`config.mk`:
```
export PLATFORM = sky130hd
export DESIGN_NAME = circle_raster_stepper
export DESIGN_NICKNAME = d
export VERILOG_FILES = /design/src/sv/crs_pkg.sv /design/src/sv/circle_raster_stepper.sv
export SDC_FILE = /design/constraint.sdc
export NUM_CORES = 1
export LEC_CHECK = 0
export BUFFER_PORTS_ARGS = -buffer_cell sky130_fd_sc_hd__buf_2
export CORE_ASPECT_RATIO = 1.25
export CORE_UTILIZATION = 50
export CTS_BUF_LIST = sky130_fd_sc_hd__clkbuf_4
export DETAILED_ROUTE_END_ITERATION = 8
export MAX_ROUTING_LAYER = met4
export PLACE_DENSITY = 0.68
export SLEW_MARGIN = 20
export SYNTH_ARGS = -nofsm -noshare
export SYNTH_HDL_FRONTEND = slang
export SYNTH_SLANG_ARGS = --single-unit
```
`constraint.sdc`:
```
create_clock -name i_clk -period 19.55 [get_ports i_clk]
set_clock_uncertainty 0.1 [all_clocks]
set_input_delay 1.955 -clock i_clk [delete_from_list [all_inputs] [get_ports i_clk]]
set_output_delay 1.955 -clock i_clk [all_outputs]
set_load 0.02 [all_outputs]
```
`src/sv/crs_pkg.sv`:
```
package crs_pkg;

    localparam int unsigned CoordW  = 16;
    localparam int unsigned RadiusW = 15;
    localparam int unsigned CurXW   = 17;
    localparam int unsigned CurYW   = 16;
    localparam int unsigned ErrW    = 19;
    localparam int unsigned PixelW  = 17;
    localparam int unsigned DimW    = 13;
    localparam int unsigned CfgIdxW = 1;
    localparam int unsigned BurstN  = 4;

    localparam logic [DimW-1:0] WidthReset  = 13'd640;
    localparam logic [DimW-1:0] HeightReset = 13'd480;

    typedef enum logic [CfgIdxW-1:0] {
        CFG_RASTER_WIDTH  = 1'b0,
        CFG_RASTER_HEIGHT = 1'b1
    } t_cfg_idx;

    typedef enum logic {
        OP_START = 1'b0,
        OP_STEP  = 1'b1
    } t_op;

endpackage

```
`src/sv/circle_raster_stepper.sv`:
```
// Incremental midpoint circle rasterizer.
// Input channel (i_in_valid / o_in_stall): a start word (op 0) loads the center and
// radius and gives no output; a step word (op 1) gives the four symmetric pixels of
// the current iteration and advances the circle. A step word while no circle is
// running gives nothing.
// Output channel (o_out_valid / i_out_stall): one pixel per word with its in-bounds
// flag, o_last on the fourth pixel and o_done_res on all four pixels of the step
// that ends the circle.
// The first pixel of a step is valid in the cycle after the step word is accepted.
// The single output port carries the four pixels of a step one after another; the
// next word is accepted in the same cycle the fourth pixel is taken, so back-to-back
// steps sustain one pixel per cycle while the receiver does not stall. Start words
// and idle steps are accepted without a stall when no pixels are pending.
// Configuration writes (i_cfg_we) set the raster width and height and must be made
// while the block is idle.
// When the receiver stalls, the pending pixel holds and the input stalls until the
// last pixel of the step is taken. Reset empties the output, drops any running
// circle and sets the raster to 640 by 480.
module circle_raster_stepper (
    input  logic                                  i_clk,
    input  logic                                  i_rst_n,
    input  logic                                  i_cfg_we,
    input  logic [crs_pkg::CfgIdxW-1:0]           i_cfg_index,
    input  logic [crs_pkg::DimW-1:0]              i_cfg_data,
    input  logic                                  i_in_valid,
    output logic                                  o_in_stall,
    input  logic                                  i_op,
    input  logic signed [crs_pkg::CoordW-1:0]     i_center_x,
    input  logic signed [crs_pkg::CoordW-1:0]     i_center_y,
    input  logic [crs_pkg::RadiusW-1:0]           i_radius,
    output logic                                  o_out_valid,
    input  logic                                  i_out_stall,
    output logic signed [crs_pkg::PixelW-1:0]     o_pixel_x,
    output logic signed [crs_pkg::PixelW-1:0]     o_pixel_y,
    output logic                                  o_in_bounds,
    output logic                                  o_last,
    output logic                                  o_done_res
);
    import crs_pkg::*;

    localparam int unsigned WideW = 20;
    localparam int unsigned PixW  = 18;
    localparam int unsigned CntW  = $clog2(BurstN);

    logic [DimW-1:0]            r_width;
    logic [DimW-1:0]            r_height;
    logic signed [CurXW-1:0]    r_cur_x;
    logic [CurYW-1:0]           r_cur_y;
    logic signed [ErrW-1:0]     r_err;
    logic signed [CoordW-1:0]   r_center_col;
    logic signed [CoordW-1:0]   r_center_row;
    logic                       r_active;
    logic                       r_out_valid;
    logic [CntW-1:0]            r_cnt;
    logic                       r_done;
    logic signed [PixelW-1:0]   r_px [BurstN];
    logic signed [PixelW-1:0]   r_py [BurstN];
    logic                       r_inb [BurstN];

    logic                       in_acc;
    logic                       out_acc;
    logic                       out_last;
    logic                       step_go;
    logic signed [WideW-1:0]    e20;
    logic signed [WideW-1:0]    x20;
    logic signed [WideW-1:0]    y20;
    logic                       y_up;
    logic signed [WideW-1:0]    y1;
    logic signed [WideW-1:0]    e1;
    logic                       x_up;
    logic signed [WideW-1:0]    x1;
    logic signed [WideW-1:0]    e2;
    logic                       n_done;
    logic signed [PixW-1:0]     cc;
    logic signed [PixW-1:0]     cr;
    logic signed [PixW-1:0]     xs;
    logic signed [PixW-1:0]     ys;
    logic signed [PixW-1:0]     n_px [BurstN];
    logic signed [PixW-1:0]     n_py [BurstN];

    function automatic logic is_inside(input logic signed [PixW-1:0] px,
                                       input logic signed [PixW-1:0] py,
                                       input logic [DimW-1:0] w,
                                       input logic [DimW-1:0] h);
        logic signed [PixW-1:0] ws;
        logic signed [PixW-1:0] hs;
        ws = signed'({{(PixW-DimW){1'b0}}, w});
        hs = signed'({{(PixW-DimW){1'b0}}, h});
        return (px >= 0) && (px < ws) && (py >= 0) && (py < hs);
    endfunction

    assign out_last   = (r_cnt == CntW'(BurstN - 1));
    assign out_acc    = r_out_valid && !i_out_stall;
    assign o_in_stall = r_out_valid && !(out_acc && out_last);
    assign in_acc     = i_in_valid && !o_in_stall;
    assign step_go    = in_acc && (t_op'(i_op) == OP_STEP) && r_active;

    always_comb begin
        e20    = WideW'(r_err);
        x20    = WideW'(r_cur_x);
        y20    = signed'({{(WideW-CurYW){1'b0}}, r_cur_y});
        y_up   = (e20 <= y20);
        y1     = y_up ? y20 + WideW'(1) : y20;
        e1     = y_up ? e20 + (y1 <<< 1) + WideW'(1) : e20;
        x_up   = (e20 > x20) || (e1 > y1);
        x1     = x_up ? x20 + WideW'(1) : x20;
        e2     = x_up ? e1 + (x1 <<< 1) + WideW'(1) : e1;
        n_done = (x1 >= 0);

        cc = PixW'(r_center_col);
        cr = PixW'(r_center_row);
        xs = PixW'(r_cur_x);
        ys = signed'({{(PixW-CurYW){1'b0}}, r_cur_y});
        n_px[0] = cc - xs;
        n_py[0] = cr + ys;
        n_px[1] = cc - ys;
        n_py[1] = cr - xs;
        n_px[2] = cc + xs;
        n_py[2] = cr - ys;
        n_px[3] = cc + ys;
        n_py[3] = cr + xs;
    end

    always_ff @(posedge i_clk) begin
        if (!i_rst_n) begin
            r_width      <= WidthReset;
            r_height     <= HeightReset;
            r_cur_x      <= '0;
            r_cur_y      <= '0;
            r_err        <= '0;
            r_center_col <= '0;
            r_center_row <= '0;
            r_active     <= 1'b0;
            r_out_valid  <= 1'b0;
            r_cnt        <= '0;
            r_done       <= 1'b0;
        end else begin
            if (i_cfg_we) begin
                unique case (t_cfg_idx'(i_cfg_index))
                    CFG_RASTER_WIDTH:  r_width  <= i_cfg_data;
                    CFG_RASTER_HEIGHT: r_height <= i_cfg_data;
                    default: ;
                endcase
            end
            if (out_acc && !step_go) begin
                r_cnt <= r_cnt + CntW'(1);
                if (out_last) begin
                    r_out_valid <= 1'b0;
                end
            end
            if (in_acc) begin
                if (t_op'(i_op) == OP_START) begin
                    r_center_col <= i_center_x;
                    r_center_row <= i_center_y;
                    r_cur_x      <= -CurXW'(signed'({2'b00, i_radius}));
                    r_cur_y      <= '0;
                    r_err        <= ErrW'(2) - ErrW'({i_radius, 1'b0});
                    r_active     <= 1'b1;
                end else if (r_active) begin
                    r_cur_x     <= CurXW'(x1);
                    r_cur_y     <= CurYW'(y1);
                    r_err       <= ErrW'(e2);
                    r_out_valid <= 1'b1;
                    r_cnt       <= '0;
                    r_done      <= n_done;
                    if (n_done) begin
                        r_active <= 1'b0;
                    end
                end
            end
        end
    end

    always_ff @(posedge i_clk) begin
        if (step_go) begin
            for (int k = 0; k < BurstN; k++) begin
                r_px[k]  <= PixelW'(n_px[k]);
                r_py[k]  <= PixelW'(n_py[k]);
                r_inb[k] <= is_inside(n_px[k], n_py[k], r_width, r_height);
            end
        end else if (out_acc) begin
            for (int k = 0; k < BurstN - 1; k++) begin
                r_px[k]  <= r_px[k+1];
                r_py[k]  <= r_py[k+1];
                r_inb[k] <= r_inb[k+1];
            end
        end
    end

    assign o_out_valid = r_out_valid;
    assign o_pixel_x   = r_px[0];
    assign o_pixel_y   = r_py[0];
    assign o_in_bounds = r_inb[0];
    assign o_last      = out_last;
    assign o_done_res  = r_done;

    a_burst_ends: assert property (@(posedge i_clk) disable iff (!i_rst_n)
        out_acc && out_last && !in_acc |=> !o_out_valid)
        else $error("output stayed valid after the last pixel of a step");

    a_burst_counts: assert property (@(posedge i_clk) disable iff (!i_rst_n)
        out_acc && !out_last |=> o_out_valid && r_cnt == $past(r_cnt) + CntW'(1))
        else $error("pixel count did not advance within a step");

    a_done_steady: assert property (@(posedge i_clk) disable iff (!i_rst_n)
        out_acc && !out_last |=> o_done_res == $past(o_done_res))
        else $error("done flag changed within a step");

    a_step_starts: assert property (@(posedge i_clk) disable iff (!i_rst_n)
        step_go |=> o_out_valid && r_cnt == '0)
        else $error("active step did not start a pixel burst");

endmodule
```
# Word level (Yosys, flattened, before mapping)

Memories as Yosys holds them, arrays and structs flattened.
Index checks and enable logic that the tools add are counted.

Input bits: 67
Word-level logic and storage cells: 129
RAM bits: 140
Output and inout port bits: 39
Register bits: 115
Memories kept: 3

Memory list:

| name  | depth | width | read ports | clocked after Yosys merged registers in | wr ports | line                        | text |
|---|---|---|---|---|---|---|---|
| r_px  | 4     | 17    | 4          | 0                                       | 4        | circle_raster_stepper.sv:56 | `logic signed [PixelW-1:0] r_px [BurstN];` |
| r_py  | 4     | 17    | 4          | 0                                       | 4        | circle_raster_stepper.sv:57 | `logic signed [PixelW-1:0] r_py [BurstN];` |
| r_inb | 4     | 1     | 4          | 0                                       | 4        | circle_raster_stepper.sv:58 | `logic r_inb [BurstN];` |

Magnitude comparators: 20
Equality and inequality tests: 2
Bitwise operators: 11
Add/sub/neg operators: 17
Multiplexer cells: 36
Reductions and logical operators: 29

Operator list:

| kind                                                 | count |
|---|---|
| two-way mux 17 bit                                   | 9 |
| >= comparator 18 x 1 -> 1 bit, second input constant | 8 |
| < comparator 18 x 14 -> 1 bit                        | 8 |
| adder 16 x 17 -> 18 bit                              | 4 |
| subtractor 16 x 17 -> 18 bit                         | 4 |
| two-way mux 19 bit                                   | 3 |
| two-way mux 20 bit                                   | 2 |
| two-way mux 16 bit                                   | 2 |
| adder 19 x 19 -> 20 bit                              | 1 |
| adder 20 x 2 -> 20 bit, second input constant        | 1 |
| >= comparator 20 x 1 -> 1 bit, second input constant | 1 |
| greater-than comparator 20 x 18 -> 1 bit             | 1 |
| adder 19 bit                                         | 1 |
| adder 19 x 2 -> 19 bit, second input constant        | 1 |
| greater-than comparator 19 x 17 -> 1 bit             | 1 |
| <= comparator 19 x 17 -> 1 bit                       | 1 |
| logical AND 1 bit                                    | 19 |
| adder 17 x 2 -> 18 bit, second input constant        | 1 |
| adder 16 x 1 -> 17 bit, second input constant        | 1 |
| negator 15 -> 17 bit                                 | 1 |
| subtractor 2 x 16 -> 17 bit, first input constant    | 1 |
| two-way mux 1 bit                                    | 16 |
| bitwise OR 1 bit                                     | 9 |
| two-way mux 2 bit                                    | 4 |
| other kinds (8)                                      | 15 |

# Longest topological paths before layout

Depth after elaboration: 15
Gate-level depth with buffers: 48
Mapped depth without buffers: 45

# Least setup slack after synthesis

OpenSTA, ideal clock, no wires.

Path kind: register -> register
Start point: register r_cur_y[1]
End point: register r_err[18]
Library setup time: 0.129 ns
Data arrival time: 8.964 ns
Required time: 19.321 ns
Path buffers: 2
Path slack: 10.357 ns
Period minus slack after synthesis: 9.193 ns
Cell stages (with the launch flop): 47
Cells stage by stage: dfxtp_1 inv_1 ha_1 nand3b_1 a21oi_1 o31a_2 o21a_4 buf_6 nor3_1 and3_1 xnor2_1 inv_1 ha_1 o21ai_0 a21oi_1 o21ai_0 nor2b_1 o21ai_0 [11 not listed] o31ai_4 nand2_2 buf_2 nand2_1 o21ai_1 ha_1 nor2b_1 o31a_1 o41ai_1 nand3_1 o41ai_1 o31ai_1 o21ai_0 a31oi_1 o211ai_1 a21oi_1 mux2i_1 o21ai_0

Longest elaborated chain between the ends: 13
Elaborated cells on any way between the ends: 14
Classes of those cells: add/sub (5); order compare (2); mux (6); reduce/logical (1)

RTL lines:

| item                                                                     | line                                                       | text |
|---|---|---|
| start, declared                                                          | circle_raster_stepper.sv:48                                | `logic [CurYW-1:0] r_cur_y;` |
| start signal, assigned                                                   | circle_raster_stepper.sv:161                               | `r_cur_y <= CurYW'(y1);` |
| adder 16 x 1 -> 17 bit or <= comparator 19 x 17 -> 1 bit (tied branches) | circle_raster_stepper.sv:103, circle_raster_stepper.sv:102 |  |
| two-way mux 17 bit                                                       | circle_raster_stepper.sv:103                               | `y1 = y_up ? y20 + WideW'(1) : y20;` |
| adder 19 x 19 -> 20 bit                                                  | circle_raster_stepper.sv:104                               | `e1 = y_up ? e20 + (y1 <<< 1) + WideW'(1) : e20;` |
| adder 20 x 2 -> 20 bit                                                   | circle_raster_stepper.sv:104                               |  |
| two-way mux 20 bit                                                       | circle_raster_stepper.sv:104                               |  |
| greater-than comparator 20 x 18 -> 1 bit                                 | circle_raster_stepper.sv:105                               | `x_up = (e20 > x20) \|\| (e1 > y1);` |
| logical OR 1 bit                                                         | circle_raster_stepper.sv:105                               |  |
| two-way mux 20 bit                                                       | circle_raster_stepper.sv:106                               | `x1 = x_up ? x20 + WideW'(1) : x20;` |
| adder 19 bit                                                             | circle_raster_stepper.sv:107                               | `e2 = x_up ? e1 + (x1 <<< 1) + WideW'(1) : e1;` |
| adder 19 x 2 -> 19 bit                                                   | circle_raster_stepper.sv:107                               |  |
| two-way mux 19 bit *                                                     | circle_raster_stepper.sv:107                               |  |
| two-way mux 19 bit *                                                     | circle_raster_stepper.sv:159                               | `end else if (r_active) begin` |
| two-way mux 19 bit *                                                     | circle_raster_stepper.sv:152                               | `if (t_op'(i_op) == OP_START) begin` |
| end signal, assigned                                                     | circle_raster_stepper.sv:157                               | `r_err <= ErrW'(2) - ErrW'({i_radius, 1'b0});` |
| end signal, assigned                                                     | circle_raster_stepper.sv:162                               | `r_err <= ErrW'(e2);` |
| end, declared                                                            | circle_raster_stepper.sv:49                                | `logic signed [ErrW-1:0] r_err;` |

Every way passes the cells marked *; elsewhere a longest branch is shown, timed or not. The select of a mux whose other input is x is not followed.
A chain may end at the register's enable or synchronous reset.

# Final worst setup path

Same ends and word-level chain as after synthesis.

==> key figures <==
Timing
  – Period utilisation layout: 0.5700
  – Slew margin rel.: 0.3459
  – Slew Limit Fails: 0
  – Slew at the pin closest to its max-slew limit: roughly 0.97 ns
  – Fin Setup TNS: 0 ns
  – Final hold viol count: 0
  – RSZ-0062 raised after global routing: false
  – Setup Viol. Count Final: 0
  – Final Critical Period: ~11 ns
  – Maximum clock rate: 89.75 MHz

Die
  – Initial Utilization: 0.5085
  – Width of the die: about 190 µm
  – Die area: between 40,000 and 50,000 µm²
  – Die Ht: 239.1 µm
  – Core ar.: approximately 44,000 µm²
  – # rows: 86
  – # IOs: ~110

Setup path
  – CP endpoint kind: flop
  – CP arrival: ~12 ns
  – RR Endpoint: r_err[18]
  – Flop-to-flop setup slack: roughly 8.4 ns
  – Crit-path max FO: 33
  – CP max-delay cell: o21ai_4
  – CP required: approximately 20 ns
  – CP Launch Type: flop
  – Worst R2R Start: r_cur_y[1]
  – Most frequent cell on the critical path: o21ai_0
  – Critical path's largest stage delay: ~0.64 ns
  – Critical path class: flop to flop
  – Worst reg2reg path depth: 46

Logic synthesis
  – Yosys reg bits: around 260
  – Count leader, synth: ha_1
  – Yosys warning count: 0
  – Synth Flop Type: edfxtp_1
  – Mapped Area: between 20,000 and 25,000 µm²
  – Yosys top cell area share: 0.1870
  – Syn nets: about 3,000
  – Unique masters post-synth: 89
  – List of most frequent post-synthesis cells: ha_1 (323), nand2_1 (285), a21oi_1 (220), nor2_1 (210), inv_1 (162)
  – Synth area leader: edfxtp_1
  – Cells after Synth: 2,610
  – Post-synthesis sequential area ratio: 0.2893
  – EDFF count, synth: 140
  – Synth async-reset ratio: 0
  – Syn_area_per_cell: around 8.6 µm²
  – Top post-synthesis cells by area: edfxtp_1 (19%), ha_1 (18%), dfxtp_1 (10%)

GRT
  – All-Layer GR Usage: 0.3214
  – Largest net degree at the start of global routing: roughly 60
  – Overflow after GRT: 0
  – Initial antenna violation count: 1
  – First-pass GRT wire length: between 100,000 and 150,000 µm
  – Number of global-route vias before repair: approximately 19,000

Clock network
  – Total setup buffers inserted after CTS: 0
  – CTS Buf Count: 75
  – Hold-fix buffers, CTS: 0
  – Sink Count: roughly 260
  – # resized after CTS: 0
  – CTS HTree Levels: 3
  – Root buf cell: clkbuf_4
  – Clk_lat worst skew: 0.82 ns
  – CTS tree: done
  – Clock-pin slew on the worst setup and hold paths: around 0.060 ns
  – Clock Path Buffers: 3

Job
  – Max Cap Viol: 0

Run status
  – Status: finished, final reports clean

Pwr
  – Max rail drop VDD: between 40 and 50 µV
  – PwrDens: 81.48 nW/µm²
  – Switching Power: approximately 0.77 mW
  – Seq pwr share: 0.327
  – Clk pwr share: 0.274
  – P_int: approximately 1.2 mW
  – Combinational share of power: 0.399
  – Static Leak: between 10 and 15 nW
  – Switching Share: 0.3901

Drt
  – Drt drc: 0
  – DR iter-0 viols: between 1,000 and 1,500
  – Post-Route WL: approximately 70,000 µm
  – Wire per inst: approximately 22 µm
  – Post-route ant nets: 0
  – Routed vias/inst: ~6
  – Drt first pass iters: 7
  – Via count: 19,640

Placement
  – Hpwl dp: approximately 56,000 µm
  – I/O Buffers: 105
  – Final RePlAce weighted congestion: about 0.96

Layout
  – Fillers: 4,161
  – Layout cells sized above 1: 0.1199
  – Final core utilization: 0.5480
  – Nets@finish: 3,074
  – Area Overhead vs Synth: 7.773%

Min path
  – Hold path cells: 2
  – Min-delay worst type: flop to flop
  – WHS Endpoint: r_height[10]
  – Min-delay src: r_height[10]
-- placed cells by master (no fill, tap or decap), types with 9 or more instances in the layout --
cell,n
o21ai_0,131
nor3_1,49
a2111oi_0,14
o31ai_1,15
nor2_1,208
o211ai_1,23
xnor2_1,144
clkbuf_4,102
or3_1,27
nand3_1,44
fa_1,10
ha_1,323
a31oi_1,15
mux2i_1,11
and3_1,17
o21a_1,39
nand2_1,283
and2_1,11
a21boi_0,24
a21o_1,48
buf_4,17
dfxtp_1,115
a21oi_1,219
a22oi_1,11
edfxtp_1,140
or2_2,10
a211oi_1,25
buf_2,105
nand2b_1,23
nor2b_1,44
o41ai_1,9
nand4_1,24
clkinv_1,24
o21bai_1,26
mux2_2,46
inv_1,160
o2111ai_1,12
xor2_1,51
-- how the worst max path moves through the flow --
stage	from	to	slack (ns)	cells after the start
after floorplan	r_cur_y[1]	r_err[18]	10.36	46
after CTS	r_cur_y[1]	r_err[18]	8.56	46
after detailed placement	r_cur_y[1]	r_err[18]	8.66	46
final	r_cur_y[1]	r_err[18]	8.41	46
after global placement	r_cur_y[1]	r_err[18]	8.88	46
after global routing	r_cur_y[1]	r_err[18]	7.66	45
-- metal layers --
layer | global-route usage | share of wire | up-vias
met5 | - | 0 | -
met3 | 0.02921 | 0.049 | 150
li1 | - | - | 9455
met1 | 0.3931 | 0.43 | 9415
met2 | 0.5313 | 0.48 | 624
met4 | 0.1518 | 0.044 | 0
-- through the flow --
step           cell area [µm²]  power, mW  hold WS [ns]  cells  setup WS [ns]
6_report                 24230      1.975        0.3599   3308          8.407
5_1_grt                  24230      2.092        0.3780   3308          7.664
4_1_cts                  24230      1.980        0.3585   3307          8.562
3_5_place_dp             23230      1.432        0.3505   3169          8.664
3_3_place_gp             23230      1.419        0.3441   3169          8.877
2_1_floorplan            22490      1.210        0.3363   2610          10.36
-- power by group through the flow --
stage / Combinational (mW) / Clock (mW) / Sequential (mW)
2_1_floorplan: 0.564 / 0 / 0.646
3_3_place_gp: 0.763 / 0 / 0.655
3_5_place_dp: 0.776 / 0 / 0.657
4_1_cts: 0.781 / 0.554 / 0.645
5_1_grt: 0.863 / 0.580 / 0.649
6_report: 0.787 / 0.541 / 0.646
-- sequential cells by signal, summed over array words and instances, names as in the netlist --
name / flops
r_center_row: 16
r_cur_y: 16
r_cnt: 2
r_py: 68
r_cur_x: 17
r_center_col: 16
r_inb: 4
r_err: 19
r_px: 68
o_done_res: 1
r_height: 13
r_width: 13
r_active: 1
o_out_valid: 1
-- final cells by class --
cell class	count	area [µm²]	area share
clock buffer	102	765.7	0.03160
tap	572	715.7	0.02953
inverter	163	611.8	0.02525
antenna	1	2.502	0.0001033
timing repair buffer	122	653.1	0.02695
clock inverter	36	234.0	0.009655
multi-input combinational	2057	14750	0.6084
sequential	255	6506	0.2685
-- cells by family after synthesis --
| group | share of synthesized area |
|---|---|
| xor+xnor | 0.07884 |
| flops | 0.2893 |
| simple gates | 0.1622 |
| fa+ha+maj | 0.1886 |
| buf+inv | 0.05642 |
| mux | 0.02793 |
| compound gates | 0.1966 |
-- worst max-delay path, delay by kind of cell (launching register included) --
family	cells	cell delay [ns]
multiplexers	1	0.15
XOR/XNOR	3	0.57
flip-flops	1	0.50
buffers and inverters	3	0.80
AO/OA/AOI/OAI	24	5.09
adder cells (fa/ha/maj)	4	1.35
AND/OR/NAND/NOR	11	2.41
(Power assumes the default switching activity.)
